==> config.mk <==
export PLATFORM = sky130hd
export DESIGN_NAME = polynomial_taylor_shift
export DESIGN_NICKNAME = d
export VERILOG_FILES = /design/src/rtl/pts_pkg.sv /design/src/rtl/pts_sequencer.sv /design/src/rtl/pts_datapath.sv /design/src/rtl/polynomial_taylor_shift.sv
export SDC_FILE = /design/constraint.sdc
export NUM_CORES = 2
export LEC_CHECK = 0
export BUFFER_PORTS_ARGS = -buffer_cell sky130_fd_sc_hd__buf_2
export CAP_MARGIN = 10
export CORE_MARGIN = 5
export CORE_UTILIZATION = 35
export CTS_CLUSTER_DIAMETER = 100
export DETAILED_ROUTE_END_ITERATION = 8
export PLACE_DENSITY = 0.46
export SYNTH_ARGS = -nofsm -noshare
export SYNTH_HDL_FRONTEND = slang
export SYNTH_SLANG_ARGS = --single-unit
==> constraint.sdc <==
create_clock -name clock -period 12.7 [get_ports clock]
set_clock_uncertainty 0.05 [all_clocks]
set_input_delay 1.905 -clock clock [delete_from_list [all_inputs] [get_ports clock]]
set_output_delay 1.905 -clock clock [all_outputs]
set_load 0.02 [all_outputs]
==> src/rtl/pts_pkg.sv <==
// Package for the polynomial Taylor shift block: sizes, item structs,
// microcode control word and the microprogram ROM. No dependencies.
package pts_pkg;

   localparam int MAX_DEGREE = 15;
   localparam int DEPTH      = MAX_DEGREE + 1;
   localparam int IDX_W      = $clog2(DEPTH);
   localparam int CNT_W      = $clog2(DEPTH + 1);
   localparam int DATA_W     = 32;
   localparam int POS_W      = 4;
   localparam int UPC_W      = 3;

   typedef struct packed {
      logic signed [DATA_W-1:0] coefficient_in;
      logic                     last_in;
   } req_type;

   typedef struct packed {
      logic signed [DATA_W-1:0] coefficient_out;
      logic [POS_W-1:0]         position_out;
      logic                     last_out;
   } rsp_type;

   typedef enum logic [2:0] {
      OP_WAIT,
      OP_PASS_INIT,
      OP_MUL,
      OP_ADD,
      OP_PASS_END,
      OP_EMIT_INIT,
      OP_EMIT,
      OP_NOP
   } op_type;

   typedef enum logic [2:0] {
      C_NEVER,
      C_ALWAYS,
      C_NO_RUN,
      C_LIM_ZERO,
      C_MORE,
      C_NOT_END
   } cond_type;

   typedef struct packed {
      op_type            op;
      cond_type          cond;
      logic [UPC_W-1:0]  target;
   } ctrl_type;

   typedef struct packed {
      logic launch;
      logic lim_zero;
      logic more;
      logic not_end;
   } status_type;

   // Microprogram: branch to target when cond holds, else fall through.
   function automatic ctrl_type rom_word(input logic [UPC_W-1:0] upc);
      ctrl_type w;
      w = '{op: OP_NOP, cond: C_ALWAYS, target: UPC_W'(0)};
      case (upc)
         3'd0: w = '{op: OP_WAIT,      cond: C_NO_RUN,   target: UPC_W'(0)};
         3'd1: w = '{op: OP_PASS_INIT, cond: C_LIM_ZERO, target: UPC_W'(5)};
         3'd2: w = '{op: OP_MUL,       cond: C_NEVER,    target: UPC_W'(0)};
         3'd3: w = '{op: OP_ADD,       cond: C_MORE,     target: UPC_W'(2)};
         3'd4: w = '{op: OP_PASS_END,  cond: C_ALWAYS,   target: UPC_W'(1)};
         3'd5: w = '{op: OP_EMIT_INIT, cond: C_NEVER,    target: UPC_W'(0)};
         3'd6: w = '{op: OP_EMIT,      cond: C_NOT_END,  target: UPC_W'(6)};
         default: w = '{op: OP_NOP,    cond: C_ALWAYS,   target: UPC_W'(0)};
      endcase
      return w;
   endfunction

endpackage

==> src/rtl/pts_sequencer.sv <==
// Microcode sequencer: step counter, program ROM lookup and branch logic.
// Depends on pts_pkg.
module pts_sequencer (
   input  logic                clock,
   input  logic                reset,
   input  pts_pkg::status_type status,
   output pts_pkg::ctrl_type   ctrl
);
   import pts_pkg::*;

   logic [UPC_W-1:0] upc_ff;
   logic [UPC_W-1:0] upc_in;
   logic             taken;

   assign ctrl = rom_word(upc_ff);

   always_comb begin
      case (ctrl.cond)
         C_NEVER:    taken = 1'b0;
         C_ALWAYS:   taken = 1'b1;
         C_NO_RUN:   taken = !status.launch;
         C_LIM_ZERO: taken = status.lim_zero;
         C_MORE:     taken = status.more;
         C_NOT_END:  taken = status.not_end;
         default:    taken = 1'b0;
      endcase
      upc_in = taken ? ctrl.target : upc_ff + UPC_W'(1);
   end

   always_ff @(posedge clock) begin
      if (reset) begin
         upc_ff <= '0;
      end else begin
         upc_ff <= upc_in;
      end
   end

endmodule

==> src/rtl/pts_datapath.sv <==
// Datapath: coefficient store, shift register, multiplier, saturating adder,
// loop indexes and result register. Driven by pts_sequencer; uses pts_pkg.
module pts_datapath (
   input  logic                clock,
   input  logic                reset,
   input  pts_pkg::ctrl_type   ctrl,
   input  logic                start,
   input  pts_pkg::req_type    req,
   input  logic                csr_we,
   input  logic [31:0]         csr_wdata,
   output pts_pkg::status_type status,
   output logic                rsp_strobe,
   output pts_pkg::rsp_type    rsp
);
   import pts_pkg::*;

   localparam logic signed [48:0] SAT_MAX = 49'sd2147483647;
   localparam logic signed [48:0] SAT_MIN = -49'sd2147483648;

   logic signed [DATA_W-1:0] store_ff [DEPTH];
   logic signed [DATA_W-1:0] shift_ff;
   logic [CNT_W-1:0]         count_ff, count_in;
   logic [IDX_W-1:0]         n_ff, n_in;
   logic [IDX_W-1:0]         lim_ff, lim_in;
   logic [IDX_W-1:0]         i_ff, i_in;
   logic signed [DATA_W-1:0] prev_ff, prev_in;
   logic signed [DATA_W-1:0] cur_ff, cur_in;
   logic signed [63:0]       prod_ff, prod_in;
   logic                     rsp_strobe_ff, rsp_strobe_in;
   rsp_type                  rsp_ff, rsp_in;

   logic                     accept;
   logic                     full;
   logic [IDX_W-1:0]         launch_idx;
   logic signed [48:0]       sum;
   logic signed [DATA_W-1:0] sat;
   logic                     wr_en;
   logic [IDX_W-1:0]         wr_addr;
   logic signed [DATA_W-1:0] wr_data;

   assign accept     = start && (ctrl.op == OP_WAIT);
   assign full       = count_ff >= CNT_W'(DEPTH);
   assign launch_idx = full ? IDX_W'(MAX_DEGREE) : count_ff[IDX_W-1:0];

   assign sum = 49'(cur_ff) + 49'(prod_ff >>> 16);
   always_comb begin
      if (sum > SAT_MAX) begin
         sat = DATA_W'(SAT_MAX);
      end else if (sum < SAT_MIN) begin
         sat = DATA_W'(SAT_MIN);
      end else begin
         sat = DATA_W'(sum);
      end
   end

   always_comb begin
      count_in      = count_ff;
      n_in          = n_ff;
      lim_in        = lim_ff;
      i_in          = i_ff;
      prev_in       = prev_ff;
      cur_in        = cur_ff;
      prod_in       = prod_ff;
      rsp_strobe_in = 1'b0;
      rsp_in        = rsp_ff;
      wr_en         = 1'b0;
      wr_addr       = i_ff;
      wr_data       = sat;
      case (ctrl.op)
         OP_WAIT: begin
            if (accept && req.last_in) begin
               n_in     = launch_idx;
               lim_in   = launch_idx;
               count_in = '0;
               wr_en    = 1'b1;
               wr_addr  = launch_idx;
               wr_data  = req.coefficient_in;
            end else if (accept && !full) begin
               count_in = count_ff + CNT_W'(1);
               wr_en    = 1'b1;
               wr_addr  = count_ff[IDX_W-1:0];
               wr_data  = req.coefficient_in;
            end
         end
         OP_PASS_INIT: begin
            i_in    = IDX_W'(1);
            prev_in = store_ff[0];
         end
         OP_MUL: begin
            prod_in = shift_ff * prev_ff;
            cur_in  = store_ff[i_ff];
         end
         OP_ADD: begin
            wr_en   = 1'b1;
            prev_in = sat;
            i_in    = i_ff + IDX_W'(1);
         end
         OP_PASS_END: begin
            lim_in = lim_ff - IDX_W'(1);
         end
         OP_EMIT_INIT: begin
            i_in = '0;
         end
         OP_EMIT: begin
            rsp_strobe_in          = 1'b1;
            rsp_in.coefficient_out = store_ff[i_ff];
            rsp_in.position_out    = POS_W'(i_ff);
            rsp_in.last_out        = (i_ff == n_ff);
            i_in                   = i_ff + IDX_W'(1);
         end
         default: begin
         end
      endcase
   end

   assign status.launch   = accept && req.last_in;
   assign status.lim_zero = (lim_ff == '0);
   assign status.more     = (i_ff != lim_ff);
   assign status.not_end  = (i_ff != n_ff);

   always_ff @(posedge clock) begin
      if (reset) begin
         shift_ff      <= '0;
         count_ff      <= '0;
         n_ff          <= '0;
         lim_ff        <= '0;
         i_ff          <= '0;
         rsp_strobe_ff <= 1'b0;
      end else begin
         if (csr_we) begin
            shift_ff <= csr_wdata;
         end
         count_ff      <= count_in;
         n_ff          <= n_in;
         lim_ff        <= lim_in;
         i_ff          <= i_in;
         rsp_strobe_ff <= rsp_strobe_in;
      end
   end

   always_ff @(posedge clock) begin
      prev_ff <= prev_in;
      cur_ff  <= cur_in;
      prod_ff <= prod_in;
      rsp_ff  <= rsp_in;
      if (wr_en) begin
         store_ff[wr_addr] <= wr_data;
      end
   end

   assign rsp_strobe = rsp_strobe_ff;
   assign rsp        = rsp_ff;

endmodule

==> src/rtl/polynomial_taylor_shift.sv <==
// Top level of the polynomial Taylor shift block (repeated Horner).
// Instantiates pts_sequencer and pts_datapath; uses pts_pkg.
//
// Usage:
// - Input: present an item on req_data and raise start; it is taken at a clock
//   edge where start is high and busy is low. Items carry coefficients
//   highest degree first; the item with last_in set is the constant term.
// - Loading: one item per cycle, busy stays low. Items beyond 16 without
//   last_in are dropped; a last item then replaces the final entry.
// - Run: the last item starts the microprogram and raises busy. With degree
//   n it makes n passes, each a setup step, a multiply and an add step on the
//   shared multiplier and adder per coefficient it updates, and an end step;
//   a last setup step, an emit setup step, an emit step per item and a return follow.
// - Output: n+1 items on rsp_data, one per cycle, each shown for one cycle
//   with rsp_strobe high, highest degree first, last_out on the constant term.
//   The receiver cannot stall; results must be taken as shown.
// - Config: csr_we with csr_wdata sets the shift value c (Q16.16) while idle.
// - Reset (synchronous): c = 0, store empty, sequencer idle, no results.
module polynomial_taylor_shift (
   input  logic             clock,
   input  logic             reset,
   input  logic             start,
   output logic             busy,
   input  pts_pkg::req_type req_data,
   input  logic             csr_we,
   input  logic [31:0]      csr_wdata,
   output logic             rsp_strobe,
   output pts_pkg::rsp_type rsp_data
);
   import pts_pkg::*;

   ctrl_type   ctrl;
   status_type status;

   pts_sequencer u_sequencer (
      .clock  (clock),
      .reset  (reset),
      .status (status),
      .ctrl   (ctrl)
   );

   pts_datapath u_datapath (
      .clock      (clock),
      .reset      (reset),
      .ctrl       (ctrl),
      .start      (start),
      .req        (req_data),
      .csr_we     (csr_we),
      .csr_wdata  (csr_wdata),
      .status     (status),
      .rsp_strobe (rsp_strobe),
      .rsp        (rsp_data)
   );

   assign busy = (ctrl.op != OP_WAIT);

endmodule
==> out/qor.log <==
[synthesis] Most used DFF post-synth sky130_fd_sc_hd__edfxtp_1
[cells_and_area] area growth from synthesis to layout 9.699%
[clock_tree] htree depth 3
[synthesis] number of enable-type register cells in the synthesized netlist 661
[global_route] number of antenna violations at the first check in global routing 9
[critical_path] kind of start point of the critical path flop
[synthesis] main combinational cell family by area after synthesis adder cells
[global_route] number of global-route vias before repair 45328
[clock_tree] deepest clock path buffer count 3
[clock_tree] Clock Sinks 718
[detailed_routing] detailed-route via count 41802
[critical_path] endpoint of the worst-slack reg-to-reg timing path u_datapath.prod_ff[61]
[detailed_routing] number of iterations in the first detailed-routing pass 5
[detailed_routing] First DRT Iteration DRCs 2404
[min_path] beginning of the worst hold path u_datapath.n_ff[3]
[global_route] first-pass GRT wire length 291200 microns
[floorplanning] width of the die 445.9 microns
[min_path] Min-Delay Endpoint u_datapath.n_ff[3]
[critical_path] worst endpoint required time 13.08 ns
[synthesis] top cells by area in the synthesized netlist sky130_fd_sc_hd__fa_1 33%, sky130_fd_sc_hd__edfxtp_1 30%, sky130_fd_sc_hd__inv_1 5.8%
[global_route] grt ovf 0
[synthesis] yosys synthesis warning count 0
[synthesis] Post-Synth XOR/XNOR Area 1.423%
[cells_and_area] Final Net Count 7178
[synthesis] share of Yosys cell area claimed by the top area cell type 32.58%
[synthesis] sequential fraction of the synthesis area 31.57%
[critical_path] reg-to-reg slack, setup 3.79 ns
[critical_path] kind of capture point of the worst setup path flop
[floorplanning] Core Footprint 189600 sq um
[placement] count of port buffers added during placement 107
[floorplanning] Site Rows 160
[outcome] status finished clean
[clock_tree] CTS Buf Count 88
[clock_tree] CTS root buffer sky130_fd_sc_hd__clkbuf_16
[floorplanning] total I/O pin count 108
[timing] final cycle utilization of the critical path 70.19%
[timing] min Tclk post-route 8.915 ns
[synthesis] synthesized netlist net count 7181
[detailed_routing] DRC violations left 0
[placement] placed wire-length estimate 134400 microns
[global_route] Total GRT Usage 19.34%
[min_path] worst hold path stage count 2
[timing] Sum Neg Setup Slack 0 ns
[placement] Routability Congestion 0.8160
[synthesis] fraction of synthesis flops using an asynchronous set or reset pin 0%
[critical_path] Reg-to-Reg Start u_datapath.prev_ff[2]
[timing] final number of hold-violating endpoints 0
[global_route] maximum number of pins on one net before global-route repair 66
[synthesis] mean instance size in the synthesized netlist 11.48 sq um
[synthesis] simple-gate area share of the yosys netlist 11.56%
[detailed_routing] Total Wirelength 187500 microns
[timing] setup repair after global routing missed its margin no
[detailed_routing] average vias per placed instance 4.992
[synthesis] adder and majority cell fraction of the synthesized area 37.03%
[clock_tree] clock latency reported for the late side of the worst-skew pair 0.73 ns
[clock_tree] number of setup buffers added after CTS 0
[clock_tree] number of buffers inserted by hold repair at cts 0
[min_path] Worst Hold Class reg -> reg
[detailed_routing] Detail Route Antenna Nets 0
[timing] number of setup violations in the final report 0
[timing] upper clock frequency limit 112.2 MHz
[cells_and_area] filler cell count 18410
[synthesis] multiplexer share of the synthesized area 5.993%
[cells_and_area] Storage cell area 21000 sq um
[critical_path] Worst R2R Path Depth 24
[critical_path] biggest fanout along the worst timing path 32
[run] MaxCap Viol Count 0
[timing] Least-Margin Pin Slew 1.165 ns
[critical_path] critical path start-end classification reg -> reg
[synthesis] post-synthesis cell type count 79
[synthesis] Compound-Gate Fraction of Synth Area 4.787%
[clock_tree] CTS tree built
[timing] slew margin rel. 22.11%
[clock_tree] clock transition time at the flip-flop clock pins of the worst setup and hold paths 0.06 ns
[synthesis] Gate Count Post-Synth 5794
[floorplanning] initial core utilization 35.07%
[synthesis] synthesized flop and latch total 718
[floorplanning] die area 198800 sq um
[synthesis] cell area after technology mapping 66490 sq um
[synthesis] cell taking the most area after synthesis sky130_fd_sc_hd__fa_1
[cells_and_area] fraction of layout cells with a size suffix above 1 9.608%
[cells_and_area] multi-input logic area 40600 sq um
[timing] max-slew violations 0
[clock_tree] post-CTS resize count 0
[critical_path] critical path data arrival time 9.29 ns
[floorplanning] die height 445.9 microns
[detailed_routing] wire length per cell 22.39 microns
-- synthesized netlist by cell type, types with 13 or more instances --
cell,count
sky130_fd_sc_hd__a211oi_1,17
sky130_fd_sc_hd__a21o_1,40
sky130_fd_sc_hd__a21oi_1,101
sky130_fd_sc_hd__a31oi_1,71
sky130_fd_sc_hd__and2_1,509
sky130_fd_sc_hd__and3_1,16
sky130_fd_sc_hd__buf_1,17
sky130_fd_sc_hd__clkbuf_1,296
sky130_fd_sc_hd__dfxtp_1,57
sky130_fd_sc_hd__edfxtp_1,661
sky130_fd_sc_hd__fa_1,1082
sky130_fd_sc_hd__ha_1,236
sky130_fd_sc_hd__inv_1,1027
sky130_fd_sc_hd__mux2i_1,37
sky130_fd_sc_hd__mux4_2,160
sky130_fd_sc_hd__nand2_1,637
sky130_fd_sc_hd__nand3_1,19
sky130_fd_sc_hd__nand4_1,23
sky130_fd_sc_hd__nor2_1,228
sky130_fd_sc_hd__nor2b_1,33
sky130_fd_sc_hd__nor3_1,61
sky130_fd_sc_hd__o211ai_1,16
sky130_fd_sc_hd__o21a_1,13
sky130_fd_sc_hd__o21ai_0,168
sky130_fd_sc_hd__o21ai_1,26
sky130_fd_sc_hd__o21bai_1,17
sky130_fd_sc_hd__xnor2_1,59
sky130_fd_sc_hd__xor2_1,49
-- routing by layer --
| layer | share of wire, % | vias up | GRT usage (%) |
|---|---|---|---|
| met5 | 0 | - | 0 |
| met4 | 2.2 | 0 | 4.364 |
| met3 | 3.7 | 196 | 2.026 |
| met2 | 48 | 820 | 31.63 |
| met1 | 47 | 22271 | 27.96 |
| li1 | - | 18515 | - |
-- layout make-up --
class	count	share of cell area (%)
multi-input combinational	3729	55.66
sequential	718	28.79
inverter	1027	5.285
tap	2511	4.307
clock buffer	112	3.270
timing repair buffer	227	1.974
clock inverter	47	0.7016
antenna	2	0.006862
-- stage by stage --
| step | setup slack, ns | instances | utilization [%] | hold WS (ns) | cell area, sq um |
|---|---|---|---|---|---|
| after floorplan | 4.804 | 5794 | - | 0.3564 | 66490 |
| after global routing | 3.254 | 8371 | 38.47 | 0.4785 | 72940 |
| after detailed placement | 3.657 | 8210 | 36.93 | 0.4336 | 70020 |
| after CTS | 3.560 | 8369 | 38.46 | 0.4426 | 72920 |
| final | 3.785 | 8373 | 38.47 | 0.4396 | 72940 |
| after global placement | 3.699 | 8210 | 36.93 | 0.4258 | 70020 |
-- critical path, cell delays in order (launching register included) --
cell and delay, ns:
sky130_fd_sc_hd__edfxtp_1 0.32, sky130_fd_sc_hd__buf_4 0.44, sky130_fd_sc_hd__nand2_1 0.18, sky130_fd_sc_hd__inv_1 0.16
sky130_fd_sc_hd__fa_1 0.46, sky130_fd_sc_hd__fa_1 0.50, sky130_fd_sc_hd__fa_1 0.78, sky130_fd_sc_hd__fa_1 1.08
sky130_fd_sc_hd__inv_1 0.47, sky130_fd_sc_hd__fa_1 0.60, sky130_fd_sc_hd__inv_1 0.05, sky130_fd_sc_hd__fa_1 0.53
sky130_fd_sc_hd__inv_1 0.05, sky130_fd_sc_hd__fa_1 0.47, sky130_fd_sc_hd__inv_1 0.05, sky130_fd_sc_hd__fa_1 0.45
sky130_fd_sc_hd__ha_1 0.39, sky130_fd_sc_hd__a21o_1 0.19, sky130_fd_sc_hd__a21o_1 0.18, sky130_fd_sc_hd__a21o_1 0.20
sky130_fd_sc_hd__a21oi_1 0.14, sky130_fd_sc_hd__nor2b_1 0.07, sky130_fd_sc_hd__or2_2 0.30, sky130_fd_sc_hd__o41a_1 0.33
sky130_fd_sc_hd__xor2_1 0.15
-- placed cells by master (no fill, tap or decap), types with 18 or more instances in the layout --
cell and n:
sky130_fd_sc_hd__a21o_1 40, sky130_fd_sc_hd__a21oi_1 100, sky130_fd_sc_hd__a31oi_1 71, sky130_fd_sc_hd__and2_1 508, sky130_fd_sc_hd__buf_2 107, sky130_fd_sc_hd__buf_4 119
sky130_fd_sc_hd__clkbuf_16 90, sky130_fd_sc_hd__clkinv_1 18, sky130_fd_sc_hd__dfxtp_1 51, sky130_fd_sc_hd__edfxtp_1 661, sky130_fd_sc_hd__fa_1 1082, sky130_fd_sc_hd__ha_1 236
sky130_fd_sc_hd__inv_1 1027, sky130_fd_sc_hd__mux2i_1 37, sky130_fd_sc_hd__mux4_2 160, sky130_fd_sc_hd__nand2_1 637, sky130_fd_sc_hd__nand3_1 19, sky130_fd_sc_hd__nand4_1 23
sky130_fd_sc_hd__nor2_1 209, sky130_fd_sc_hd__nor2_4 19, sky130_fd_sc_hd__nor2b_1 33, sky130_fd_sc_hd__nor3_1 61, sky130_fd_sc_hd__o21ai_0 168, sky130_fd_sc_hd__o21ai_1 25
sky130_fd_sc_hd__xnor2_1 59, sky130_fd_sc_hd__xor2_1 49
-- flip-flops by register name, indices dropped and copies added (netlist names), named ones only --
| name | count |
|---|---|
| u_datapath.cur_ff | 32 |
| u_sequencer.upc_ff | 3 |
| u_datapath.rsp_strobe | 1 |
| u_datapath.i_ff | 4 |
| u_datapath.prev_ff | 32 |
| u_datapath.store_ff | 512 |
| u_datapath.shift_ff | 32 |
| u_datapath.prod_ff | 48 |
| u_datapath.n_ff | 4 |
| u_datapath.lim_ff | 4 |
| u_datapath.count_ff | 5 |
| u_datapath.rsp | 37 |
-- cells by family (layout without fill, tap and decap cells) --
family	count (synthesis)	count (layout)
AOI/OAI and AO/OA	524	524
xor gates and xnor gates	108	108
adders and majority gates	1319	1319
buffers and inverters	1347	1413
DFF	718	718
muxes	198	198
other	0	2
and+or+nand+nor	1580	1580
-- worst max-delay path by stage --
stage                                 startpoint                      to  slack (ns)
after floorplan            u_datapath.prev_ff[2]  u_datapath.prod_ff[61]        4.80
after global placement    u_datapath.shift_ff[8]  u_datapath.prod_ff[61]        3.70
after detailed placement  u_datapath.shift_ff[8]  u_datapath.prod_ff[60]        3.66
after CTS                 u_datapath.shift_ff[8]  u_datapath.prod_ff[61]        3.56
after global routing      u_datapath.shift_ff[8]  u_datapath.prod_ff[39]        3.25
final                      u_datapath.prev_ff[2]  u_datapath.prod_ff[61]        3.79
Power is not shown: default switching activity piles up to over one toggle a cycle in this logic, so the estimate is an artifact.
